===== src/rtl/nfcfb_pkg.sv =====
package nfcfb_pkg;

    localparam logic [7:0] MAX_PAYLOAD_DEF = 8'd255;
    localparam int unsigned CMD_DEPTH = 2;

    localparam logic [7:0] PREAMBLE   = 8'h00;
    localparam logic [7:0] START_LO   = 8'h00;
    localparam logic [7:0] START_HI   = 8'hFF;
    localparam logic [7:0] POSTAMBLE  = 8'h00;

    typedef struct packed {
        logic [7:0] payload_byte;
        logic [7:0] packet_length;
    } t_item;

    typedef struct packed {
        logic [7:0] frame_byte;
        logic       run_last;
        logic       frame_last;
    } t_result;

    // one classified item: what the back end has to send for it
    typedef struct packed {
        logic       start;
        logic [7:0] len;
        logic [7:0] data;
        logic [7:0] csum;
        logic       last;
    } t_cmd;

endpackage


===== src/rtl/nfcfb_front.sv =====
module nfcfb_front #(
    parameter logic [7:0] MAX_PAYLOAD = nfcfb_pkg::MAX_PAYLOAD_DEF
) (
    input  logic             i_clk,
    input  logic             i_rst_n,
    input  logic             i_push,
    input  nfcfb_pkg::t_item i_item,
    input  logic             i_cmd_full,
    output logic             o_full,
    output logic             o_cmd_push,
    output nfcfb_pkg::t_cmd  o_cmd
);

    logic       r_in_frame;
    logic [7:0] r_bytes_left;
    logic [7:0] r_sum;
    logic       n_in_frame;
    logic [7:0] n_bytes_left;
    logic [7:0] n_sum;
    logic [7:0] w_len;
    logic       w_accept;

    assign o_full     = i_cmd_full;
    assign w_accept   = i_push && !i_cmd_full;
    assign o_cmd_push = w_accept;
    assign w_len      = (i_item.packet_length > MAX_PAYLOAD) ? MAX_PAYLOAD
                                                              : i_item.packet_length;

    always_comb begin
        o_cmd.start  = !r_in_frame;
        o_cmd.len    = w_len;
        o_cmd.data   = i_item.payload_byte;
        n_sum        = r_sum;
        n_bytes_left = r_bytes_left;
        n_in_frame   = r_in_frame;
        o_cmd.last   = 1'b0;
        if (!r_in_frame) begin
            if (w_len == 8'd0) begin
                // empty frame, payload byte dropped
                n_sum        = 8'd0;
                n_bytes_left = 8'd0;
                o_cmd.last   = 1'b1;
            end else begin
                n_sum        = i_item.payload_byte;
                n_bytes_left = w_len - 8'd1;
                o_cmd.last   = (w_len == 8'd1);
            end
        end else begin
            n_sum        = r_sum + i_item.payload_byte;
            n_bytes_left = r_bytes_left - 8'd1;
            o_cmd.last   = (r_bytes_left == 8'd1);
        end
        if (o_cmd.last) begin
            n_in_frame   = 1'b0;
            n_bytes_left = 8'd0;
        end else begin
            n_in_frame = 1'b1;
        end
        o_cmd.csum = 8'd0 - n_sum;
    end

    always_ff @(posedge i_clk) begin
        if (!i_rst_n) begin
            r_in_frame   <= 1'b0;
            r_bytes_left <= 8'd0;
            r_sum        <= 8'd0;
        end else if (w_accept) begin
            r_in_frame   <= n_in_frame;
            r_bytes_left <= n_bytes_left;
            r_sum        <= n_sum;
        end
    end

    a_idle_no_count: assert property (@(posedge i_clk) disable iff (!i_rst_n)
        !r_in_frame |-> (r_bytes_left == 8'd0))
        else $error("bytes left while idle");

    a_in_frame_count: assert property (@(posedge i_clk) disable iff (!i_rst_n)
        r_in_frame |-> (r_bytes_left != 8'd0) && (r_bytes_left < MAX_PAYLOAD))
        else $error("bytes left out of range in frame");

    a_last_closes: assert property (@(posedge i_clk) disable iff (!i_rst_n)
        (w_accept && o_cmd.last) |=> !r_in_frame)
        else $error("frame not closed after last item");

endmodule


===== src/rtl/nfcfb_fifo.sv =====
module nfcfb_fifo (
    input  logic            i_clk,
    input  logic            i_rst_n,
    input  logic            i_push,
    input  nfcfb_pkg::t_cmd i_data,
    output logic            o_full,
    input  logic            i_pop,
    output logic            o_valid,
    output nfcfb_pkg::t_cmd o_data
);

    localparam int unsigned DEPTH = nfcfb_pkg::CMD_DEPTH;
    localparam int unsigned AW    = (DEPTH > 1) ? $clog2(DEPTH) : 1;
    localparam int unsigned CW    = $clog2(DEPTH + 1);
    localparam logic [AW-1:0] LAST_IDX = AW'(DEPTH - 1);
    localparam logic [CW-1:0] FULL_CNT = CW'(DEPTH);

    nfcfb_pkg::t_cmd r_mem [DEPTH];
    logic [AW-1:0]   r_wr_ptr;
    logic [AW-1:0]   r_rd_ptr;
    logic [CW-1:0]   r_count;
    logic            w_wr;
    logic            w_rd;

    assign o_full  = (r_count == FULL_CNT);
    assign o_valid = (r_count != '0);
    assign o_data  = r_mem[r_rd_ptr];
    assign w_wr    = i_push && !o_full;
    assign w_rd    = i_pop && o_valid;

    always_ff @(posedge i_clk) begin
        if (w_wr) begin
            r_mem[r_wr_ptr] <= i_data;
        end
    end

    always_ff @(posedge i_clk) begin
        if (!i_rst_n) begin
            r_wr_ptr <= '0;
            r_rd_ptr <= '0;
            r_count  <= '0;
        end else begin
            if (w_wr) begin
                r_wr_ptr <= (r_wr_ptr == LAST_IDX) ? '0 : r_wr_ptr + 1'b1;
            end
            if (w_rd) begin
                r_rd_ptr <= (r_rd_ptr == LAST_IDX) ? '0 : r_rd_ptr + 1'b1;
            end
            case ({w_wr, w_rd})
                2'b10:   r_count <= r_count + 1'b1;
                2'b01:   r_count <= r_count - 1'b1;
                default: r_count <= r_count;
            endcase
        end
    end

endmodule


===== src/rtl/nfcfb_back.sv =====
module nfcfb_back (
    input  logic               i_clk,
    input  logic               i_rst_n,
    input  logic               i_cmd_valid,
    input  nfcfb_pkg::t_cmd    i_cmd,
    output logic               o_cmd_pop,
    output logic               o_empty,
    input  logic               i_pop,
    output nfcfb_pkg::t_result o_result
);

    typedef enum logic [2:0] {
        PH_PRE, PH_SC0, PH_SC1, PH_LEN, PH_LCS, PH_DATA, PH_DCS, PH_POST
    } t_phase;

    t_phase             r_phase;
    logic               r_mid;
    logic               r_out_valid;
    nfcfb_pkg::t_result r_out;
    t_phase             w_cur;
    t_phase             n_phase;
    logic [7:0]         w_byte;
    logic               w_run_last;
    logic               w_frame_last;
    logic               w_emit;

    // a fresh command starts at the header or straight at its data byte
    assign w_cur = r_mid ? r_phase : (i_cmd.start ? PH_PRE : PH_DATA);

    always_comb begin
        w_byte       = 8'h00;
        w_run_last   = 1'b0;
        w_frame_last = 1'b0;
        n_phase      = PH_PRE;
        unique case (w_cur)
            PH_PRE: begin
                w_byte  = nfcfb_pkg::PREAMBLE;
                n_phase = PH_SC0;
            end
            PH_SC0: begin
                w_byte  = nfcfb_pkg::START_LO;
                n_phase = PH_SC1;
            end
            PH_SC1: begin
                w_byte  = nfcfb_pkg::START_HI;
                n_phase = PH_LEN;
            end
            PH_LEN: begin
                w_byte  = i_cmd.len;
                n_phase = PH_LCS;
            end
            PH_LCS: begin
                w_byte  = 8'd0 - i_cmd.len;
                // empty frame skips the data byte
                n_phase = (i_cmd.len == 8'd0) ? PH_DCS : PH_DATA;
            end
            PH_DATA: begin
                w_byte     = i_cmd.data;
                w_run_last = !i_cmd.last;
                n_phase    = PH_DCS;
            end
            PH_DCS: begin
                w_byte  = i_cmd.csum;
                n_phase = PH_POST;
            end
            PH_POST: begin
                w_byte       = nfcfb_pkg::POSTAMBLE;
                w_run_last   = 1'b1;
                w_frame_last = 1'b1;
                n_phase      = PH_PRE;
            end
            default: begin
                n_phase = PH_PRE;
            end
        endcase
    end

    assign w_emit    = i_cmd_valid && (!r_out_valid || i_pop);
    assign o_cmd_pop = w_emit && w_run_last;
    assign o_empty   = !r_out_valid;
    assign o_result  = r_out;

    always_ff @(posedge i_clk) begin
        if (!i_rst_n) begin
            r_phase     <= PH_PRE;
            r_mid       <= 1'b0;
            r_out_valid <= 1'b0;
        end else if (w_emit) begin
            r_phase              <= n_phase;
            r_mid                <= !w_run_last;
            r_out_valid          <= 1'b1;
            r_out.frame_byte     <= w_byte;
            r_out.run_last       <= w_run_last;
            r_out.frame_last     <= w_frame_last;
        end else if (i_pop) begin
            r_out_valid <= 1'b0;
        end
    end

    a_frame_last_ends_run: assert property (@(posedge i_clk) disable iff (!i_rst_n)
        r_out_valid |-> (!r_out.frame_last || r_out.run_last))
        else $error("frame end without run end");

    a_mid_has_cmd: assert property (@(posedge i_clk) disable iff (!i_rst_n)
        r_mid |-> i_cmd_valid)
        else $error("command lost while being expanded");

    a_mid_not_pre: assert property (@(posedge i_clk) disable iff (!i_rst_n)
        r_mid |-> (r_phase != PH_PRE))
        else $error("expansion restarted mid command");

endmodule


===== src/rtl/nfc_information_frame_builder_top.sv =====
// information frame builder
// input channel: push / full with i_item (payload_byte, packet_length); a transfer
// happens on a clock edge with push high and full low. the first item of a frame
// carries the payload length (clamped to MAX_PAYLOAD); later items only the byte.
// result channel: empty / pop with o_result (frame_byte, run_last, frame_last);
// the head result is shown while empty is low and leaves on pop.
// a start item yields 00 00 FF LEN -LEN DATA (and for a one-byte payload also
// DCS 00), a zero-length item the seven-byte empty frame, a middle item its data
// byte, the last item its data byte, data checksum and 00 postamble.
// the front end classifies one item per cycle while the queue is not full into a
// two-entry command queue; the back end sends one frame byte per cycle into the
// output register while a command waits and that register is free or popped.
// the first result shows after the command queue and the output register. a
// middle item gives one result, a start item six to eight, a closing item three.
// a stalled pop holds the output register, then the queue fills and full rises.
// synchronous reset clears the frame state, queue and output register.
module nfc_information_frame_builder_top #(
    parameter logic [7:0] MAX_PAYLOAD = nfcfb_pkg::MAX_PAYLOAD_DEF
) (
    input  logic               i_clk,
    input  logic               i_rst_n,
    input  logic               push,
    output logic               full,
    input  nfcfb_pkg::t_item   i_item,
    output logic               empty,
    input  logic               pop,
    output nfcfb_pkg::t_result o_result
);

    logic            w_cmd_push;
    logic            w_cmd_full;
    logic            w_cmd_valid;
    logic            w_cmd_pop;
    nfcfb_pkg::t_cmd w_cmd_in;
    nfcfb_pkg::t_cmd w_cmd_out;

    nfcfb_front #(
        .MAX_PAYLOAD (MAX_PAYLOAD)
    ) u_front (
        .i_clk      (i_clk),
        .i_rst_n    (i_rst_n),
        .i_push     (push),
        .i_item     (i_item),
        .i_cmd_full (w_cmd_full),
        .o_full     (full),
        .o_cmd_push (w_cmd_push),
        .o_cmd      (w_cmd_in)
    );

    nfcfb_fifo u_fifo (
        .i_clk   (i_clk),
        .i_rst_n (i_rst_n),
        .i_push  (w_cmd_push),
        .i_data  (w_cmd_in),
        .o_full  (w_cmd_full),
        .i_pop   (w_cmd_pop),
        .o_valid (w_cmd_valid),
        .o_data  (w_cmd_out)
    );

    nfcfb_back u_back (
        .i_clk       (i_clk),
        .i_rst_n     (i_rst_n),
        .i_cmd_valid (w_cmd_valid),
        .i_cmd       (w_cmd_out),
        .o_cmd_pop   (w_cmd_pop),
        .o_empty     (empty),
        .i_pop       (pop),
        .o_result    (o_result)
    );

endmodule

===== config.mk =====
export PLATFORM = sky130hd
export DESIGN_NAME = nfc_information_frame_builder_top
export DESIGN_NICKNAME = d
export VERILOG_FILES = /design/src/rtl/nfcfb_pkg.sv /design/src/rtl/nfcfb_front.sv /design/src/rtl/nfcfb_fifo.sv /design/src/rtl/nfcfb_back.sv /design/src/rtl/nfc_information_frame_builder_top.sv
export SDC_FILE = /design/constraint.sdc
export NUM_CORES = 1
export LEC_CHECK = 0
export ABC_CLOCK_PERIOD_IN_PS = 2800
export CAP_MARGIN = 40
export CELL_PAD_IN_SITES_DETAIL_PLACEMENT = 1
export CELL_PAD_IN_SITES_GLOBAL_PLACEMENT = 1
export CORE_MARGIN = 3
export CORE_UTILIZATION = 51
export DETAILED_ROUTE_END_ITERATION = 6
export DONT_BUFFER_PORTS = 1
export PLACE_DENSITY = 0.83
export REMOVE_ABC_BUFFERS = 1
export SYNTH_ARGS = -nofsm -noshare
export SYNTH_HDL_FRONTEND = slang
export SYNTH_HIERARCHICAL = 1
export SYNTH_SLANG_ARGS = --single-unit

===== constraint.sdc =====
create_clock -name i_clk -period 2.8 [get_ports i_clk]
set_input_delay 0.28 -clock i_clk [delete_from_list [all_inputs] [get_ports i_clk]]
set_output_delay 0.28 -clock i_clk [all_outputs]
set_load 0.02 [all_outputs]

# Word-level counts from Yosys, hierarchy flattened
# Memory sizes are Yosys's and may differ from the RTL's. A register that Yosys moved wholly into a read port is not among the register bits.
# Cells that the tools add are included.
# word_totals
output_inout_bits,12
mem_count,1
regBits,36
mem_bits_ro,0
ramBits,52
latchBits,0
# classes
div_mod_pow,0
n_mux,25
addsub,9
mul,0
n_lt_le_gt_ge,1
shifts,0
bitwise,0
eq_ne,12
n_reduce_logical,19
# mem_list
name,depth,width,rd,rd_ports_with_merged_regs,wr,line_no,rtl
u_fifo.r_mem,2,26,1,1,1,nfcfb_fifo.sv:18,nfcfb_pkg::t_cmd r_mem [DEPTH];
# op_table
op,count
8-bit two-way mux,6
8-bit case mux with 6 select lines,1
3-bit case mux with 8 select lines,1
8-bit by 1-bit equality test with 1-bit output (second input constant),2
8-bit zero test,2
1-bit by 8-bit subtractor with 8-bit output (first input constant),2
8-bit by 1-bit subtractor with 8-bit output (second input constant),2
3-bit equality test (second input constant),4
1-bit two-way mux,12
8-bit adder,1
8-bit > comparator (second input constant),1
3-bit by 2-bit equality test with 1-bit output (second input constant),2
3-bit two-way mux,2
2-bit nonzero test,3
1-bit logical AND,5
1-bit zero test,5
2-bit equality test (second input constant),2
2-bit case mux with 2 select lines,1
3-bit by 1-bit equality test with 1-bit output (second input constant),1
3-bit zero test,1
3-bit OR reduction,1
1-bit adder (second input constant),2
2-bit by 1-bit adder with 2-bit output (second input constant),1
2-bit by 1-bit equality test with 1-bit output (second input constant),1
other kinds (5),5

# Longest topological paths before layout
# Gate-level depths: netlist of the first run.
# logic_depth
word_depth,8
depth_mapped,11
depth_no_buf,9

# Hierarchy
# Netlist of the first run, hierarchy kept.
# by_module_without_submodules
module,area_each_um2,cells_per_inst,seq_area_each_um2,instances
nfcfb_fifo,2108.3,107,1661.6,1
nfcfb_front,1652.8,208,340.3,1
nfcfb_back,997.2,111,400.4,1

# Worst setup path after synthesis of the first run
# No wires, ideal clock.
# synth_timing
path_kind,register to register
from,register u_fifo.r_count[0]
to,memory u_fifo/r_mem[0][0] (netlist name) (enable)
synth_period_minus_slack_ns,2.493
stages_incl_launch_ff,9
slack_ns,0.307
arrival_ns,2.113
setup_time_ns,0.381
path_buffers,1
cell_sequence,dfxtp_1 nand2b_2 inv_2 nand2b_1 clkinv_1 clkbuf_1 inv_1 or3_1 inv_1
# synth_between
elab_chain_len,6
# synth_lines
element,line_no,rtl
from (decl),nfcfb_fifo.sv:21,logic [CW-1:0] r_count;
from (signal assigned),nfcfb_fifo.sv:50,2'b10: r_count <= r_count + 1'b1;
from (signal assigned),nfcfb_fifo.sv:51,2'b01: r_count <= r_count - 1'b1;
from (signal assigned),nfcfb_fifo.sv:52,default: r_count <= r_count;
2-bit equality test,nfcfb_fifo.sv:25,assign o_full = (r_count == FULL_CNT);
net w_cmd_full,nfc_information_frame_builder_top.sv:31,logic w_cmd_full;
1-bit zero test,nfcfb_front.sv:24,assign w_accept = i_push && !i_cmd_full;
1-bit logical AND,nfcfb_front.sv:24,
net w_cmd_push,nfc_information_frame_builder_top.sv:30,logic w_cmd_push;
1-bit logical AND,nfcfb_fifo.sv:28,assign w_wr = i_push && !o_full;
1-bit two-way mux,nfcfb_fifo.sv:32,if (w_wr) begin
1-bit two-way mux (not written as such),nfcfb_fifo.sv:33,r_mem[r_wr_ptr] <= i_data;
to (decl),nfcfb_fifo.sv:18,
# The timed path passes the listed nets, and every way through them passes these cells.

==> results of run 1 <==
-- synth_stat cells (4+ instances only) --
cell type / instances
or3_1: 4
o21ai_0: 10
clkbuf_1: 6
a21oi_1: 19
ha_1: 15
a22oi_1: 11
a221o_1: 6
nor2_1: 30
edfxtp_1: 62
nor3_1: 6
a21o_1: 4
a211oi_1: 9
or4_1: 5
nand2b_1: 5
o22ai_1: 7
nand3_1: 10
mux2_2: 27
nand2_1: 20
xor2_1: 9
buf_4: 18
dfxtp_1: 27
nor2b_1: 5
buf_2: 7
xnor2_1: 18
inv_1: 26
-- worst max-delay path: cells and delay by family (launching register included) --
kind                     cells  cell delay (ns)
XOR/XNOR                     1             0.18
AO/OA/AOI/OAI                2             0.63
adder cells (fa/ha/maj)      2             0.56
flip-flops                   1             0.34
AND/OR/NAND/NOR              3             0.54
buffers and inverters        1             0.06
-- cells by family (layout without fill, tap and decap cells) --
kind of cell / Yosys count / count (layout) / share of synthesized area (%)
adder cells (fa/ha/maj): 16 / 16 / 4.36
AO/OA/AOI/OAI: 94 / 94 / 14.4
AND/OR/NAND/NOR: 110 / 110 / 12.6
multiplexers: 29 / 29 / 6.81
flip-flops: 89 / 89 / 50.5
XOR/XNOR: 27 / 27 / 4.97
buffers and inverters: 61 / 62 / 6.42
-- final cells by class --
type / count / share of cell area, %
Inverter: 28 / 2.07
Clock inverter: 5 / 1.16
Sequential cell: 89 / 47.3
Tap cell: 108 / 2.66
Timing Repair Buffer: 18 / 3.40
Clock buffer: 11 / 3.01
Multi-Input combinational cell: 276 / 40.4
-- routing by layer --
layer	track usage, %	part of all wire (%)	up-vias
li1	-	-	1546
met5	0	0	-
met3	3.11	3.0	15
met4	7.57	1.7	0
met1	30.3	45	1583
met2	36.3	50	59
-- per-stage QoR --
step | setup slack, ns | utilization, % | hold WS, ns | area (um2)
floorplan | 0.254 | - | 0.379 | 4560
detailed placement | 0.223 | 53.6 | 0.379 | 4770
global placement | 0.429 | 53.6 | 0.379 | 4770
CTS | 0.297 | 56.0 | 0.00111 | 4980
global route | 0.0928 | 57.1 | 0.000144 | 5080
finish | 0.234 | 57.1 | 0.0188 | 5080
-- final timing paths --
path         depth (start not counted)  slack, ns                                  from                                   end
max                                  9       0.23         u_front/r_sum[0]$_SDFFE_PN0P_          u_fifo/r_mem[1][8]$_DFFE_PP_
max reg2reg                          9       0.23         u_front/r_sum[0]$_SDFFE_PN0P_          u_fifo/r_mem[1][8]$_DFFE_PP_
min reg2reg                          2       0.50  u_front/r_bytes_left[7]$_SDFFE_PN0P_  u_front/r_bytes_left[7]$_SDFFE_PN0P_
min                                  0       0.02                             i_item[7]         u_fifo/r_mem[0][24]$_DFFE_PP_
-- state kept, by name (all words and copies together), names as in the netlist, named ones only --
signal and count:
u_back/o_result 10, u_back/r_mid 1, u_back/r_out_valid 1, u_back/r_phase 3
u_fifo/r_count 2, u_fifo/r_mem 52, u_fifo/r_rd_ptr 1, u_fifo/r_wr_ptr 1
u_front/r_bytes_left 8, u_front/r_in_frame 1, u_front/r_sum 8
-- power groups by stage --
stage | logic [W] | clock network, W | registers (W)
after global placement | 0.000978 | 0 | 0.00186
after floorplan | 0.000767 | 0 | 0.00184
after CTS | 0.00104 | 0.000958 | 0.00185
after detailed placement | 0.00103 | 0 | 0.00188
after global routing | 0.00118 | 0.00102 | 0.00188
final | 0.00106 | 0.000952 | 0.00186
==> flow_summary.ini, run 1 <==
[drt]
antenna_left = 0
routed-via-count = 3203
finalWirelength_um = 11400
drc = 0
routedWlPerCell_um = 21.3
drt-pass1-iter-count = 5
vias_per_cell = 5.99
drt-initial-drc-count = 207

[worst_setup_path]
cp-end-kind = register
worstPathArrival_ns = 2.64
worstSetupPathType = reg -> reg
crit_fanout = 3
start_kind = register
max_stage_delay_ns = 0.50
cp_slowest_cell = a2111oi_0
crit_required_ns = 2.88
cp_cell_sequence = ha_1 > inv_1 > fa_1 > nand2b_1 > a2111oi_0 > a211oi_1 > nand2_1 > and4bb_1 > xor2_1

[global_route]
grt_pass1_wl_um = 17700
grt_usage_pct = 22.2
grt_pass1_vias = 3328
antenna_found_initial = 0
grt_max_degree = 27
grt-ovfl-total = 0

[synth]
yosysSeqAreaShare_pct = 50.5
syn_area_um2 = 4760
yosysWarnings = 6
yosys_register_bits = 89
syn_area_per_cell_um2 = 11.2
synth_area_leaders = edfxtp_1 (39%), dfxtp_1 (11%), mux2_2 (6.4%), ha_1 (3.9%), xnor2_1 (3.3%)
synthCells = 426
synth.distinct_cells = 68
synth_top_cell_by_area = edfxtp_1
yosys.area.top_type_share_pct = 39.1
ys_dominant_reg_cell = edfxtp_1
async_flop_share_pct = 0
synth_edf_count = 62

[pwr]
finalPower_w = 0.00387
combPwrFrac_pct = 27.3
powerDensity_nw_per_um2 = 761
swShare_pct = 33.1
ir_worst_vdd_v = 0.000278
power_frac_seq_pct = 48.1
switchingPower_w = 0.00128
p_int_w = 0.00259
clkPwrFrac_pct = 24.6
p_leak_nw = 1.85

[place]
dpl.cell_count = 509
dp.final_hpwl_um = 7890
gp_congestion = 0.885
io_buffers = 0

[clock_tree]
cts_resized = 0
numCtsBuffers = 9
cts_hold_buf = 0
cts-root-buf = clkbuf_8
cts_max_level = 3
clk_latency_ns = 0.36
post_cts_buffers = 0
clock-sinks = 89
cts_tree = yes
cts.clk_slew.worst_paths_ns = 0.09
clockBufferDepth = 2

[timing]
slew_headroom_pct = 56.2
hold_violations = 0
setup_viol = 0
final_max_slew_viol_count = 0
tns_ns = 0
skew_ns = 0.0108
fin_crit_sh_pct = 91.6
fin_crit_ns = 2.57
clock.fmax_mhz = 390
rsz0062_at_grt = false
tightestPinTransition_ns = 0.657

[cells_and_area]
stdcell_count = 535
n_fill_cell = 909
final_common_cell = edfxtp_1
multiInputGateArea_um2 = 2050
fin_nets = 458
area.growth.synth_to_final_pct = 6.71
seq_area_um2 = 2400
antenna_cells = 0
drive_gt1_share_pct = 14.3
layout_common_cells = edfxtp_1 (62), nor2_1 (30), dfxtp_1 (27), mux2_2 (27), inv_1 (26)

[floorplan]
dieArea_um2 = 10500
chipWidth_um = 103
start_util_pct = 53.5
num_rows = 34
pin_count = 32
core-area_um2 = 8890
die_h_um = 103

[status]
status = finished, final reports clean

[min_path]
hp-class = in -> reg

[job]
cap_violations = 0
Note: power is estimated with default switching activity, not from simulation.
==> run 2: changes to the inputs <==
Settings changed: ABC_AREA from default to 1, CORE_MARGIN 3 to default, CORE_UTILIZATION 51 to 50, PLACE_DENSITY 0.83 to 0.84.
==> run 2 against run 1 <==
Effect of this change: global-route usage rose by 3.8 points; final cell count is 31% higher; highest routed layer unchanged; non-clock buffer count rose by 6; fmax up 2.0%; sequential share of layout area is 3.6 points lower; clock power fell by 12%; synthesized area increased by 7.7%; total power is 15% lower; largest power group unchanged; sequential power fell by 10%.
==> flow_summary.ini, run 2 <==
[pwr]
powerDensity_nw_per_um2 = 599
p_leak_nw = 2.41
ir_worst_vdd_v = 0.000250

[worst_setup_path]
max_stage_delay_ns = 0.44
cp-end-kind = register
crit_required_ns = 3.10
cp_slowest_cell = dfxtp_1
ff2ff_path_depth = 13
crit_fanout = 7
start_kind = register
worstSetupPathType = reg -> reg
cp_cell_sequence = inv_1 > nand2_1 > inv_1 > a21oi_1 > inv_1 > nor2_1 > o21a_1 > ha_1 > inv_1 > nand2_1 > nor2_1 > nor2_1 > nor2_1
worstPathArrival_ns = 2.81

[synth]
synth_area_leaders = edfxtp_1 (36%), dfxtp_1 (11%), nand2_1 (8.9%), mux2_4 (5.9%), inv_1 (5.3%)
synth_edf_count = 62
yosys.area.top_type_share_pct = 36.3
synth.distinct_cells = 42
async_flop_share_pct = 0
syn_area_per_cell_um2 = 9.22
yosysSeqAreaShare_pct = 46.9
ys_dominant_reg_cell = edfxtp_1
synthCells = 556
syn_area_um2 = 5130
yosysWarnings = 6
yosys_register_bits = 89
yosysMostFrequentCell = nand2_1
synth_top_cell_by_area = edfxtp_1
synth_common_cells = nand2_1 (122), inv_1 (73), edfxtp_1 (62)

[drt]
drt-pass1-iter-count = 4
vias_per_cell = 5.39
top_layer_used = met4
routed-via-count = 3790
wl_met3_um = 497
finalWirelength_um = 12600
dr_wl_met2_um = 6570
routedWlPerCell_um = 17.9
drt-initial-drc-count = 140
antenna_left = 0
drc = 0
wl_met1_um = 5220

[min_path]
min_delay_path_depth = 2
hp-class = in -> reg

[floorplan]
pin_count = 32
dieArea_um2 = 10700
die_h_um = 103
chipWidth_um = 103
core-area_um2 = 9860
num_rows = 36
start_util_pct = 52.0

[cells_and_area]
top_register = u_fifo/r_mem
area.growth.synth_to_final_pct = 7.25
n_fill_cell = 1144
drive_gt1_share_pct = 14.2
finalInstanceArea_um2 = 5500
seq_area_um2 = 2400
antenna_cells = 0
final_common_cell = nand2_1
layout_common_cells = nand2_1 (122), inv_1 (73), edfxtp_1 (62), nor2_1 (46), nand3_1 (35)
stdcell_count = 703
fin_nets = 601
multiInputGateArea_um2 = 2230
largest_register_ffs = 52

[status]
status = finished, final reports clean

[timing]
fin_crit_sh_pct = 89.9
fin_crit_ns = 2.52
slew_headroom_pct = 58.6
tightestPinTransition_ns = 0.620
setup_viol = 0
final_max_slew_viol_count = 0
skew_ns = 0.0109
rsz0062_at_grt = false
hold_violations = 0
clock.fmax_mhz = 397

[clock_tree]
numCtsBuffers = 9
cts.clk_slew.worst_paths_ns = 0.08
cts_max_level = 3
cts_hold_buf = 13
cts_tree = yes
clock-sinks = 89
post_cts_buffers = 0
clockBufferDepth = 2
clk_latency_ns = 0.36
cts_resized = 0
cts-root-buf = clkbuf_8

[job]
cap_violations = 0

[place]
dpl_cell_area_um2 = 5130
gp_congestion = 0.857
io_buffers = 0
dpl.cell_count = 668
dp.final_hpwl_um = 9140

[global_route]
grt_pass1_wl_um = 20500
grt-ovfl-total = 0
grt_pass1_vias = 4184
grt_usage_pct = 26.0
antenna_found_initial = 0
grt_max_degree = 27
## run 2: kinds of logic after synthesis
family / share of synthesized area [%]
compound gates: 6.88
xor+xnor: 2.05
fa+ha+maj: 4.05
buf+inv: 9.69
flops: 46.9
mux: 7.18
simple gates: 23.3
## run 2: per-layer routing
metal / global-route usage (%) / up-vias
met5: 0 / -
met4: 10.9 / 0
met3: 6.05 / 26
met2: 46.0 / 66
met1: 30.3 / 1851
li1: - / 1847
## run 2: final timing paths
path | endpoint | slack (ns) | from
worst max register to register | u_fifo/r_count[1]$_SDFFE_PN0P_ | 0.28 | u_fifo/r_count[0]$_SDFFE_PN0P_
worst min register to register | u_front/r_bytes_left[1]$_SDFFE_PN0P_ | 0.47 | u_front/r_bytes_left[1]$_SDFFE_PN0P_
worst min-delay path | u_fifo/r_wr_ptr$_SDFFE_PN0N_ | 0.06 | i_rst_n
worst max-delay path | u_fifo/r_count[1]$_SDFFE_PN0P_ | 0.28 | u_fifo/r_count[0]$_SDFFE_PN0P_
## run 2: worst max-delay path, delay by kind of cell, from the launching register on
| kind | cells | cell delay, ns |
|---|---|---|
| AOI/OAI and AO/OA | 2 | 0.59 |
| adders and majority gates | 1 | 0.27 |
| buffers and inverters | 4 | 0.45 |
| DFF | 1 | 0.44 |
| and+or+nand+nor | 6 | 0.70 |
## run 2: power breakdown
part	total [W]	leakage [nW]	internal [W]	switching (W)
registers	0.00167	0.802	0.00158	0.0000918
logic	0.000792	1.52	0.000288	0.000504
clock network	0.000835	0.0910	0.000399	0.000436
## run 2: metrics by stage
stage / setup TNS, ns / setup slack, ns / hold slack (ns) / util [%] / total power, W
after floorplan: -1.25 / -0.0479 / 0.379 / - / 0.00225
after global placement: 0 / 0.617 / 0.379 / 52.0 / 0.00239
after detailed placement: 0 / 0.380 / 0.379 / 52.0 / 0.00245
after CTS: 0 / 0.359 / 0.00118 / 55.1 / 0.00330
after global routing: 0 / 0.0915 / 0.0448 / 55.7 / 0.00346
final: 0 / 0.284 / 0.0557 / 55.7 / 0.00330
## run 2: final cells by class
class / count / share of cell area [%]
timing repair buffer: 24 / 4.14
clock buffer: 16 / 3.28
inverter: 77 / 5.30
multi-input combinational: 364 / 40.6
sequential: 89 / 43.7
tap: 133 / 3.03
==> run 3: changes to the inputs <==
Settings changed: ABC_CLOCK_PERIOD_IN_PS 2800 to 2750.
Clock period 2.8 ns to 2.75 ns, I/O delays scaled along.
==> run 3 against run 2 <==
Effect of this change: design area down 0.50%; total power up 0.94%; sequential share of layout area up 0.22 points; critical path type unchanged; critical endpoint unchanged; largest cell class unchanged.
==> flow_summary.ini, run 3 (synthesized netlist as in run 2, its figures left out) <==
[drt]
routed-via-count = 3764
routedWlPerCell_um = 18.3
antenna_left = 0
drt-initial-drc-count = 168
vias_per_cell = 5.37
drc = 0
drt-pass1-iter-count = 4
finalWirelength_um = 12800

[cells_and_area]
fin_nets = 599
layout_common_cells = nand2_1 (122), inv_1 (73), edfxtp_1 (62), nor2_1 (46), nand3_1 (35)
top_register = u_fifo/r_mem
antenna_cells = 0
largest_register_ffs = 52
drive_gt1_share_pct = 15.0
area.growth.synth_to_final_pct = 6.71
final_common_cell = nand2_1
fin_util_pct = 55.5
n_fill_cell = 1129
stdcell_count = 701

[timing]
fin_crit_sh_pct = 88.7
fin_crit_ns = 2.44
hold_violations = 0
rsz0062_at_grt = false
fin_ws_ns = 0.310
final_max_slew_viol_count = 0
tightestPinTransition_ns = 0.611
clock.fmax_mhz = 410
setup_viol = 0
slew_headroom_pct = 59.2
skew_ns = 0.0146

[pwr]
combPwrFrac_pct = 24.3
power_frac_seq_pct = 51.1
clkPwrFrac_pct = 24.6
swShare_pct = 32.6
p_int_w = 0.00224
ir_worst_vdd_v = 0.000311
powerDensity_nw_per_um2 = 608
switchingPower_w = 0.00108
p_leak_nw = 2.40

[worst_setup_path]
cp_cell_sequence = mux2_4 > nand2_4 > o21ai_4 > inv_1 > nand3_1 > nor2_1 > o21a_1 > ha_1 > inv_1 > nand2_1 > nor2_1 > nor2_1 > nor2_1
worstPathArrival_ns = 2.75
crit_required_ns = 3.06
start_kind = register
ff2ff_path_depth = 13
worstSetupPathType = reg -> reg
cp_top_family = simple AND/OR/NAND/NOR gates
max_stage_delay_ns = 0.40
cp_slowest_cell = dfxtp_1
path_common_cell = nor2_1
crit_cells = 13
r2r_setup_slack_ns = 0.31
crit_fanout = 9
cp-end-kind = register
worst-path-buf-inv = 2

[place]
dp.final_hpwl_um = 9240
dp_slack_ns = 0.294
io_buffers = 0
gp_congestion = 0.853
dpl.cell_count = 669

[clock_tree]
cts_tree = yes
post_cts_buffers = 0
cts_max_level = 3
clk_latency_ns = 0.37
cts-root-buf = clkbuf_8
clockBufferDepth = 2
numCtsBuffers = 9
clock-sinks = 89
cts.clk_slew.worst_paths_ns = 0.09

[min_path]
min_delay_path_depth = 2
hp-class = in -> reg

[floorplan]
core-area_um2 = 9860
die_h_um = 103
start_util_pct = 52.0
num_rows = 36
pin_count = 32
chipWidth_um = 103
dieArea_um2 = 10700

[global_route]
grt_usage_pct = 26.4
grt_pass1_vias = 4052
grt_pass1_wl_um = 20500
grt_max_degree = 27
antenna_found_initial = 0
grt-ovfl-total = 0

[job]
cap_violations = 0

[status]
status = finished, final reports clean
[run 3: final timing paths]
check | to | startpoint
min | u_fifo/r_wr_ptr$_SDFFE_PN0N_ | i_rst_n
max | u_fifo/r_count[1]$_SDFFE_PN0P_ | register
max reg2reg | u_fifo/r_count[1]$_SDFFE_PN0P_ | register
min reg2reg | u_front/r_bytes_left[5]$_SDFFE_PN0P_ | u_front/r_bytes_left[5]$_SDFFE_PN0P_
[run 3: power groups by stage]
stage | sequential (W) | clock [W] | combinational (W)
2_1_floorplan | 0.00171 | 0 | 0.000582
3_3_place_gp | 0.00171 | 0 | 0.000727
3_5_place_dp | 0.00173 | 0 | 0.000773
4_1_cts | 0.00170 | 0.000831 | 0.000805
5_1_grt | 0.00171 | 0.000893 | 0.000902
6_report | 0.00170 | 0.000819 | 0.000809
[run 3: what timing repair did]
item / in CTS / in global routing
resized for setup: 0 / 1
endpoints found under the setup margin: 0 / 1
endpoints found under the hold margin: 32 / 0
hold buffers: 16 / 0
[run 3: stage by stage]
stage | total power, W | cell area (um2) | hold slack, ns | setup TNS, ns
after floorplan | 0.00229 | 4920 | 0.374 | -2.55
after global placement | 0.00244 | 5130 | 0.374 | 0
after detailed placement | 0.00250 | 5130 | 0.374 | 0
after CTS | 0.00333 | 5470 | 0.0135 | 0
after global routing | 0.00351 | 5470 | 0.0166 | 0
final | 0.00333 | 5470 | 0.0404 | 0
[run 3: final cells by class]
type	count	area (um2)	area share (%)
timing repair buffer	22	205	3.75
sequential	89	2400	43.9
multi-input combinational	364	2230	40.8
clock inverter	6	33.8	0.618
clock buffer	10	138	2.52
tap	133	166	3.04
inverter	77	292	5.33
[run 3: routing by layer]
metal / part of all wire [%] / global-route usage [%] / vias up
met1: 42 / 30.3 / 1831
met5: 0 / 0 / -
met2: 52 / 46.4 / 70
met3: 4.0 / 6.72 / 30
met4: 2.5 / 12.2 / 0
li1: - / - / 1833
